`src/hw/rtl/keypad_matrix_scan_debounce_core_assert.svh`:
```
// Assertion macros for the keypad matrix scanner.
`ifndef KEYPAD_MATRIX_SCAN_DEBOUNCE_CORE_ASSERT_SVH
`define KEYPAD_MATRIX_SCAN_DEBOUNCE_CORE_ASSERT_SVH

// Same-cycle implication, sampled on i_clk, off while i_rst_n is low.
`define KMSD_ASSERT_NOW(lbl, ante, cons, msg) \
    lbl: assert property (@(posedge i_clk) disable iff (!i_rst_n) (ante) |-> (cons)) \
        else $error(msg);

// Next-cycle implication, sampled on i_clk, off while i_rst_n is low.
`define KMSD_ASSERT_NEXT(lbl, ante, cons, msg) \
    lbl: assert property (@(posedge i_clk) disable iff (!i_rst_n) (ante) |=> (cons)) \
        else $error(msg);

`endif

```
`src/hw/rtl/kmsd_pkg.sv`:
```
// Shared types, constants and register indexes of the keypad matrix scanner.
`default_nettype none
package kmsd_pkg;

    localparam int unsigned ROWS      = 4;
    localparam int unsigned COLS      = 4;
    localparam int unsigned LINES     = 4;   // physical drive and sense lines
    localparam int unsigned MAP_KEYS  = 16;
    localparam int unsigned CODE_W    = 8;
    localparam int unsigned BCNT_W    = 8;
    localparam int unsigned MAP_W     = 64;
    localparam int unsigned DRV_W     = 2;
    localparam int unsigned POS_W     = 3;
    localparam int unsigned SENSE_W   = 4;
    localparam int unsigned CFG_IDX_W = 3;
    localparam int unsigned IDX_RAW_W = $clog2(7 * ROWS + 8);
    localparam int unsigned IDX_W     = (IDX_RAW_W > 4) ? IDX_RAW_W : 4;

    // Line counts, limited to the physical lines.
    localparam logic [POS_W-1:0] DRV_CNT_ROWS = POS_W'((ROWS > LINES) ? LINES : ROWS);
    localparam logic [POS_W-1:0] DRV_CNT_COLS = POS_W'((COLS > LINES) ? LINES : COLS);

    localparam logic [CFG_IDX_W-1:0] CFG_DRIVE_ROWS   = 3'd0;
    localparam logic [CFG_IDX_W-1:0] CFG_DEBOUNCE_MAX = 3'd1;
    localparam logic [CFG_IDX_W-1:0] CFG_DEBOUNCE_MIN = 3'd2;
    localparam logic [CFG_IDX_W-1:0] CFG_NO_KEY_CODE  = 3'd3;
    localparam logic [CFG_IDX_W-1:0] CFG_KEYMAP_LOW   = 3'd4;
    localparam logic [CFG_IDX_W-1:0] CFG_KEYMAP_HIGH  = 3'd5;

    typedef enum logic [1:0] {
        PH_SCAN     = 2'd0,
        PH_DEBOUNCE = 2'd1,
        PH_WAIT     = 2'd2
    } t_phase;

    typedef struct packed {
        logic              drive_rows;
        logic [BCNT_W-1:0] debounce_max;
        logic [BCNT_W-1:0] debounce_min;
        logic [CODE_W-1:0] no_key_code;
        logic [MAP_W-1:0]  keymap_low;
        logic [MAP_W-1:0]  keymap_high;
    } t_cfg;

    typedef struct packed {
        logic [DRV_W-1:0]  drive_index;
        logic              scan_done;
        logic              key_found;
        logic [CODE_W-1:0] key_code;
    } t_result;

endpackage
`default_nettype wire

```
`src/hw/rtl/kmsd_cfg_regs.sv`:
```
// Configuration register file of the keypad matrix scanner.
`default_nettype none
module kmsd_cfg_regs (
    input  wire logic                           i_clk,
    input  wire logic                           i_rst_n,
    input  wire logic                           i_cfg_we,
    input  wire logic [kmsd_pkg::CFG_IDX_W-1:0] i_cfg_idx,
    input  wire logic [kmsd_pkg::MAP_W-1:0]     i_cfg_data,
    output      kmsd_pkg::t_cfg                 o_cfg
);
    import kmsd_pkg::*;

    t_cfg r_cfg;

    always_ff @(posedge i_clk) begin
        if (!i_rst_n) begin
            r_cfg.drive_rows   <= 1'b0;
            r_cfg.debounce_max <= BCNT_W'(20);
            r_cfg.debounce_min <= '0;
            r_cfg.no_key_code  <= CODE_W'(255);
            r_cfg.keymap_low   <= '0;
            r_cfg.keymap_high  <= '0;
        end else if (i_cfg_we) begin
            case (i_cfg_idx)
                CFG_DRIVE_ROWS:   r_cfg.drive_rows   <= i_cfg_data[0];
                CFG_DEBOUNCE_MAX: r_cfg.debounce_max <= i_cfg_data[BCNT_W-1:0];
                CFG_DEBOUNCE_MIN: r_cfg.debounce_min <= i_cfg_data[BCNT_W-1:0];
                CFG_NO_KEY_CODE:  r_cfg.no_key_code  <= i_cfg_data[CODE_W-1:0];
                CFG_KEYMAP_LOW:   r_cfg.keymap_low   <= i_cfg_data;
                CFG_KEYMAP_HIGH:  r_cfg.keymap_high  <= i_cfg_data;
                default: ;  // drop writes to unused indexes
            endcase
        end
    end

    assign o_cfg = r_cfg;

endmodule
`default_nettype wire

```
`src/hw/rtl/kmsd_step.sv`:
```
// Scan state machine: priority pick, debounce counter and key latch for one sample.
`default_nettype none
module kmsd_step (
    input  wire logic                         i_clk,
    input  wire logic                         i_rst_n,
    input  wire logic                         i_en,
    input  wire logic [kmsd_pkg::SENSE_W-1:0] i_sample,
    input  wire kmsd_pkg::t_cfg               i_cfg,
    output      kmsd_pkg::t_result            o_result
);
    import kmsd_pkg::*;

    t_phase             r_phase,  n_phase;
    logic [DRV_W-1:0]   r_dpos,   n_dpos;
    logic [POS_W-1:0]   r_spos,   n_spos;
    logic [BCNT_W-1:0]  r_bcnt,   n_bcnt;
    logic [CODE_W-1:0]  r_held,   n_held;
    logic               r_seen,   n_seen;
    logic               done;

    logic [POS_W-1:0]   drive_cnt;
    logic [POS_W-1:0]   sense_cnt;
    logic               low_at_pos;
    logic               drv_last;
    logic [BCNT_W-1:0]  bcnt_inc;
    logic [POS_W-1:0]   spos_inc;
    logic               hit;
    logic [POS_W-1:0]   hit_pos;
    logic [POS_W-1:0]   row;
    logic [POS_W-1:0]   col;
    logic [IDX_W-1:0]   key_idx;
    logic [CODE_W-1:0]  keys [MAP_KEYS];
    logic [CODE_W-1:0]  map_code;

    assign drive_cnt  = i_cfg.drive_rows ? DRV_CNT_ROWS : DRV_CNT_COLS;
    assign sense_cnt  = i_cfg.drive_rows ? DRV_CNT_COLS : DRV_CNT_ROWS;
    assign low_at_pos = (r_spos < sense_cnt) && !i_sample[r_spos[1:0]];
    assign drv_last   = ({1'b0, r_dpos} + POS_W'(1)) >= drive_cnt;
    assign bcnt_inc   = (r_bcnt < i_cfg.debounce_max) ? r_bcnt + BCNT_W'(1) : r_bcnt;
    assign spos_inc   = r_spos + POS_W'(1);

    // Lowest pressed sense line at or after the resume position.
    always_comb begin
        hit     = 1'b0;
        hit_pos = '0;
        for (int i = 0; i < SENSE_W; i++) begin
            if (!hit && (POS_W'(i) >= r_spos) && (POS_W'(i) < sense_cnt) && !i_sample[i]) begin
                hit     = 1'b1;
                hit_pos = POS_W'(i);
            end
        end
    end

    // Key map lookup, index col*ROWS+row.
    always_comb begin
        for (int k = 0; k < MAP_KEYS / 2; k++) begin
            keys[k]                = i_cfg.keymap_low[CODE_W*k +: CODE_W];
            keys[k + MAP_KEYS / 2] = i_cfg.keymap_high[CODE_W*k +: CODE_W];
        end
    end

    assign row      = i_cfg.drive_rows ? {1'b0, r_dpos} : r_spos;
    assign col      = i_cfg.drive_rows ? r_spos : {1'b0, r_dpos};
    assign key_idx  = IDX_W'(col) * IDX_W'(ROWS) + IDX_W'(row);
    assign map_code = (key_idx < IDX_W'(MAP_KEYS)) ? keys[key_idx[3:0]] : '0;

    // Next state.
    always_comb begin
        n_phase = r_phase;
        n_dpos  = r_dpos;
        n_spos  = r_spos;
        n_bcnt  = r_bcnt;
        n_held  = r_held;
        n_seen  = r_seen;
        done    = 1'b0;
        case (r_phase)
            PH_DEBOUNCE: begin
                if (low_at_pos) begin
                    n_bcnt = bcnt_inc;
                    if (bcnt_inc == i_cfg.debounce_max) begin
                        n_held  = map_code;
                        n_seen  = 1'b1;
                        n_phase = PH_WAIT;
                    end
                end else if (r_bcnt > i_cfg.debounce_min) begin
                    n_bcnt = r_bcnt - BCNT_W'(1);
                end
            end
            PH_WAIT: begin
                if (!low_at_pos) begin
                    n_phase = PH_SCAN;
                    n_spos  = spos_inc;
                    if (spos_inc >= sense_cnt) begin
                        n_spos = '0;
                        if (drv_last) begin
                            n_dpos = '0;
                            done   = 1'b1;
                        end else begin
                            n_dpos = r_dpos + DRV_W'(1);
                        end
                    end
                end
            end
            default: begin
                if (hit) begin
                    n_phase = PH_DEBOUNCE;
                    n_spos  = hit_pos;
                    n_bcnt  = '0;
                end else begin
                    n_phase = PH_SCAN;
                    n_spos  = '0;
                    if (drv_last) begin
                        n_dpos = '0;
                        done   = 1'b1;
                    end else begin
                        n_dpos = r_dpos + DRV_W'(1);
                    end
                end
            end
        endcase
        if (done) begin
            n_seen = 1'b0;
        end
    end

    // Result of this sample.
    always_comb begin
        o_result.drive_index = n_dpos;
        o_result.scan_done   = done;
        o_result.key_found   = done && r_seen;
        if (!done) begin
            o_result.key_code = '0;
        end else if (r_seen) begin
            o_result.key_code = r_held;
        end else begin
            o_result.key_code = i_cfg.no_key_code;
        end
    end

    always_ff @(posedge i_clk) begin
        if (!i_rst_n) begin
            r_phase <= PH_SCAN;
            r_dpos  <= '0;
            r_spos  <= '0;
            r_bcnt  <= '0;
            r_held  <= '0;
            r_seen  <= 1'b0;
        end else if (i_en) begin
            r_phase <= n_phase;
            r_dpos  <= n_dpos;
            r_spos  <= n_spos;
            r_bcnt  <= n_bcnt;
            r_held  <= n_held;
            r_seen  <= n_seen;
        end
    end

endmodule
`default_nettype wire

```
`src/hw/rtl/keypad_matrix_scan_debounce_core.sv`:
```
// Top level of the keypad matrix scanner with debounce.
// An accepted sample item passes the input register, then the output register.
// Throughput: 1 sample item per cycle unless stalled; the state update runs once per item.
// Stalls: a full input register is held while the output register waits on i_out_ready.
// Reset: synchronous, active low; scan phase at drive line 0 and the configuration
// registers at their defaults, both pipeline registers empty.
`default_nettype none
module keypad_matrix_scan_debounce_core (
    input  wire logic                           i_clk,
    input  wire logic                           i_rst_n,
    // configuration write port
    input  wire logic                           i_cfg_we,
    input  wire logic [kmsd_pkg::CFG_IDX_W-1:0] i_cfg_idx,
    input  wire logic [kmsd_pkg::MAP_W-1:0]     i_cfg_data,
    // sample item channel
    input  wire logic                           i_in_valid,
    output      logic                           o_in_ready,
    input  wire logic [kmsd_pkg::SENSE_W-1:0]   i_sense_lines,
    // result item channel
    output      logic                           o_out_valid,
    input  wire logic                           i_out_ready,
    output      logic [kmsd_pkg::DRV_W-1:0]     o_drive_index,
    output      logic                           o_scan_done,
    output      logic                           o_key_found,
    output      logic [kmsd_pkg::CODE_W-1:0]    o_key_code
);
    import kmsd_pkg::*;

    t_cfg                cfg;
    t_result             step_result;

    logic                r_in_valid;
    logic [SENSE_W-1:0]  r_sample;
    logic                r_out_valid;
    t_result             r_out;
    logic                step_en;

    // Process the held sample when the output register is empty or being drained.
    assign step_en    = r_in_valid && (!r_out_valid || i_out_ready);
    // Take a new sample whenever the input register frees up this cycle.
    assign o_in_ready = !r_in_valid || step_en;

    kmsd_cfg_regs u_cfg (
        .i_clk      (i_clk),
        .i_rst_n    (i_rst_n),
        .i_cfg_we   (i_cfg_we),
        .i_cfg_idx  (i_cfg_idx),
        .i_cfg_data (i_cfg_data),
        .o_cfg      (cfg)
    );

    kmsd_step u_step (
        .i_clk    (i_clk),
        .i_rst_n  (i_rst_n),
        .i_en     (step_en),
        .i_sample (r_sample),
        .i_cfg    (cfg),
        .o_result (step_result)
    );

    // Input register: hold the sample until the state machine consumes it.
    always_ff @(posedge i_clk) begin
        if (!i_rst_n) begin
            r_in_valid <= 1'b0;
        end else if (o_in_ready) begin
            r_in_valid <= i_in_valid;
        end
    end

    always_ff @(posedge i_clk) begin
        if (i_in_valid && o_in_ready) begin
            r_sample <= i_sense_lines;
        end
    end

    // Output register: load a fresh result, drop it once taken.
    always_ff @(posedge i_clk) begin
        if (!i_rst_n) begin
            r_out_valid <= 1'b0;
        end else if (step_en) begin
            r_out_valid <= 1'b1;
        end else if (i_out_ready) begin
            r_out_valid <= 1'b0;
        end
    end

    always_ff @(posedge i_clk) begin
        if (step_en) begin
            r_out <= step_result;
        end
    end

    assign o_out_valid   = r_out_valid;
    assign o_drive_index = r_out.drive_index;
    assign o_scan_done   = r_out.scan_done;
    assign o_key_found   = r_out.key_found;
    assign o_key_code    = r_out.key_code;

`include "keypad_matrix_scan_debounce_core_assert.svh"

    `KMSD_ASSERT_NOW(a_mid_pass_zero, o_out_valid && !o_scan_done, (o_key_found == 1'b0) && (o_key_code == '0), "result fields set on a sample that did not end the pass")
    `KMSD_ASSERT_NOW(a_found_at_done, o_out_valid && o_key_found, o_scan_done, "key reported before the pass ended")
    `KMSD_ASSERT_NOW(a_hold_on_stall, r_in_valid && r_out_valid && !i_out_ready, !o_in_ready, "sample taken while the pipeline is stalled")
    `KMSD_ASSERT_NEXT(a_step_loads_out, step_en, o_out_valid, "processed sample left no result")

endmodule
`default_nettype wire
```
`config.mk`:
```
export PLATFORM = sky130hd
export DESIGN_NAME = keypad_matrix_scan_debounce_core
export DESIGN_NICKNAME = d
export VERILOG_FILES = /design/src/hw/rtl/kmsd_pkg.sv /design/src/hw/rtl/kmsd_cfg_regs.sv /design/src/hw/rtl/kmsd_step.sv /design/src/hw/rtl/keypad_matrix_scan_debounce_core.sv
export VERILOG_INCLUDE_DIRS = /design/src /design/src/hw/rtl
export SDC_FILE = /design/constraint.sdc
export NUM_CORES = 1
export LEC_CHECK = 0
export BUFFER_PORTS_ARGS = -buffer_cell sky130_fd_sc_hd__clkbuf_2
export CAP_MARGIN = 20
export CORE_MARGIN = 2
export CORE_UTILIZATION = 30
export CTS_BUF_LIST = sky130_fd_sc_hd__clkbuf_8
export CTS_CLUSTER_SIZE = 14
export DETAILED_ROUTE_END_ITERATION = 16
export PLACE_DENSITY_LB_ADDON = 0.12
export SETUP_SLACK_MARGIN = 0.15
export SYNTH_ARGS = -nofsm -noshare
export SYNTH_HDL_FRONTEND = slang
export SYNTH_SLANG_ARGS = --single-unit
```
`constraint.sdc`:
```
create_clock -name i_clk -period 3.2 [get_ports i_clk]
set_input_delay 0.48 -clock i_clk [delete_from_list [all_inputs] [get_ports i_clk]]
set_output_delay 0.48 -clock i_clk [all_outputs]
set_load 0.05 [all_outputs]
```
==> results.rst <==
.. list-table::
   :header-rows: 1

   * - Metric
     - Value
   * - Outcome
     - finished clean
   * - Remaining antenna violation count after routing
     - 0
   * - Total Nets Final
     - around 1200
   * - Leading cell types in the layout, fill and taps excluded
     - nand2_1, dfxtp_1, a21oi_1, clkbuf_2, mux4_2
   * - Count of buffers inserted at the top-level ports
     - 89
   * - Later-pin clock latency in the skew report
     - about 480 ps
   * - Maximum Capacitance Violations
     - 0
   * - Largest fanout on the critical path
     - 16
   * - Highest achievable clock rate
     - between 300 and 400 MHz
   * - Instance area after placement
     - 0.0102 mm^2
   * - Top cell type's share of synthesized area
     - 0.386
   * - Post-layout power
     - between 4 and 5 mW
   * - Row count
     - 64
   * - # resized after CTS
     - 0
   * - Worst setup SP type
     - flop
   * - Proportion of synthesized chip area in sequential cells
     - 0.438
   * - TritonCTS clock tree
     - yes
   * - Number of cells in the finished layout apart from fillers
     - 1547
   * - Post-route core utilization
     - 0.346
   * - Clock-pin slew of the registers on the worst-case setup and hold paths
     - ~120 ps
   * - RSZ-0062 raised after global routing
     - false
   * - Number of flops mapped to enable cells by yosys
     - 16
   * - Max Buffers Root-to-Sink
     - 2
   * - # hold bufs at CTS
     - 0
   * - Depth of the worst register-to-register path
     - 8
   * - Initial antenna violation count
     - 0
   * - Slew @ Worst Pin
     - between 1000 and 1500 ps
   * - Count of different cell masters after synthesis
     - 66
   * - Final cell area excluding filler cells
     - ~0.011 mm^2
   * - Share of the clock period used by the worst path after layout
     - 0.802
   * - Maximum number of pins on one net before global-route repair
     - 82
   * - Root Buffer Master
     - clkbuf_8
   * - Pwr/cell area
     - 444 mW/mm^2
   * - Initial core utilization
     - 0.304
   * - Total negative slack for setup checks
     - 0 ps
   * - Overall track demand over capacity in global routing
     - 0.172
   * - Category of the most critical setup path
     - reg -> reg
   * - Worst Hold Depth
     - 1
   * - Yosys warnings
     - 0
   * - Filler cells
     - between 3000 and 4000
   * - Starting DRC count in detailed routing
     - 460
   * - I/O pin count
     - 90
   * - P&R area growth vs syn
     - 13.8%
   * - Total via count after detailed routing
     - 7719
   * - Final Routed Wirelength
     - 27.5 mm
   * - Endpoint arrival time on the critical path
     - 2930 ps
   * - Reg2Reg Setup Slack
     - about 630 ps
   * - Area of the mapped netlist
     - 0.00928 mm^2
   * - Die width
     - ~180 um
   * - Critical Path End Type
     - flop
   * - Final-layout worst hold slack
     - 165 ps
   * - DRC violation count after routing
     - 0
   * - HPWL after DPL
     - 18.8 mm
   * - Count of final hold-check violations
     - 0
   * - Final estimated routing congestion in global placement
     - 0.784
   * - Final setup violating endpoints
     - 0
   * - Count of final max-slew check failures
     - 0
   * - Gate Count Post-Synth
     - between 1000 and 1500
   * - Share of synthesized registers carrying an async set or reset
     - 0
   * - Setup Buffers After CTS
     - 0
   * - Placement-stage worst setup slack
     - 626 ps
   * - DR vias/cell
     - 4.99
   * - Leftover overflow at the end of global routing
     - 0
   * - First-pass GRT wire length
     - 44.0 mm
   * - Yosys reg bits
     - 195
   * - Library cell occupying the most area in the post-synthesis netlist
     - dfxtp_1
   * - Inserted Clock Buffers
     - 17
   * - Static leakage
     - roughly 3.8 nW
   * - Data required time of the worst path
     - around 3600 ps
   * - Ys flop type
     - dfxtp_1
   * - Sinks on Clock Net
     - 195
   * - Average wire per standard cell
     - 17.8 um
   * - Synthesized area per cell
     - 8.57 um^2
   * - Final critical-path setup slack
     - 634 ps
   * - Worst IR Drop VDD
     - 0.282 mV
   * - Final Skew
     - 14.7 ps
   * - Number of global-route vias before repair
     - 7514
   * - Fraction of layout cells with a size suffix above 1
     - 0.175
   * - TritonRoute pass-1 iters
     - 5
   * - Final critical path time including I/O delays and setup
     - 2570 ps
   * - Die Y
     - ~180 um
   * - CTS H-tree depth
     - 4
   * - Synth top area cells
     - dfxtp_1, nand2_1, a21oi_1
   * - Hold Crit Class
     - in -> reg
   * - Relative slew slack
     - 0.307
   * - Antenna Diode Count
     - 0
   * - Placed cell count
     - 1515
   * - Synthesized Nets
     - 1184
   * - Area enclosed by the die boundary
     - between 0.03 and 0.04 mm^2
   * - CORE AREA
     - 0.0305 mm^2
   * - Leading cell type in the layout, fill and taps excluded
     - nand2_1
synthesized netlist by cell type, types with 5 or more instances:
cell type,number
mux2_2,10
nor4_1,6
xor2_1,10
mux2i_1,27
nor2b_1,5
clkbuf_1,56
dfxtp_1,179
buf_2,8
ha_1,25
o31ai_1,5
edfxtp_1,16
o21ai_0,6
buf_1,8
nor3_1,5
nand3_1,21
a21o_1,5
nand2b_1,8
inv_1,30
mux4_2,33
nand2_1,337
a211oi_1,6
a21oi_1,158
o211ai_1,18
nor2_1,27
xnor2_1,5
cells by family after synthesis:
logic type      synth area share
compound gates             0.145
xor+xnor                  0.0142
flops                      0.438
simple gates               0.200
buf+inv                   0.0464
fa+ha+maj                 0.0337
mux                        0.123
registers in the layout, indices dropped and copies added (netlist names):
| register | count |
|---|---|
| o_key_code | 8 |
| r_in_valid | 1 |
| o_drive_index | 2 |
| o_out_valid | 1 |
| u_step.r_held | 8 |
| u_step.r_dpos | 2 |
| u_step.r_seen | 1 |
| o_scan_done | 1 |
| u_cfg.o_cfg | 153 |
| o_key_found | 1 |
| u_step.r_phase | 2 |
| u_step.r_spos | 3 |
| r_sample | 4 |
| u_step.r_bcnt | 8 |
routing by layer:
layer  vias to the layer above  GRT usage  share of wire
li1                       3853          -              -
met1                      3726      0.246           0.50
met3                         8     0.0271          0.033
met4                         0     0.0315         0.0062
met5                         -          0              0
met2                       132      0.275           0.46
where the power goes:
part           switching (mW)  internal, mW
Combinational           0.311         0.178
Sequential             0.0404          2.51
Clock                    1.05         0.590
Total                    1.40          3.28
worst max-delay path: stages, from the launching register on:
cell and delay (ps):
dfxtp_1 590, mux2_2 390, ha_1 200, ha_1 270, buf_4 290, mux2i_1 370, nand2_1 110, o211ai_1 130
mux2i_1 90
layout make-up:
class / instances / area, um^2 / share of cell area
clock buffers: 17 / 234 / 0.0222
clock inverters: 15 / 161 / 0.0153
inverters: 30 / 115 / 0.0109
multi-input cells: 782 / 4820 / 0.457
flip-flops and latches: 195 / 4060 / 0.385
well taps: 396 / 495 / 0.0469
repair buffers: 112 / 668 / 0.0633
final timing paths:
check | to | startpoint
worst max register to register | u_step.r_held[3]$_SDFFE_PN0P_ | u_cfg.o_cfg[152]$_SDFFE_PN0P_
worst min-delay path | r_sample[1]$_DFFE_PP_ | i_sense_lines[1]
worst min register to register | u_cfg.o_cfg[52]$_SDFFE_PN0P_ | u_cfg.o_cfg[52]$_SDFFE_PN0P_
worst max-delay path | u_step.r_held[3]$_SDFFE_PN0P_ | u_cfg.o_cfg[152]$_SDFFE_PN0P_
Note: power is estimated with default switching activity, not from simulation.
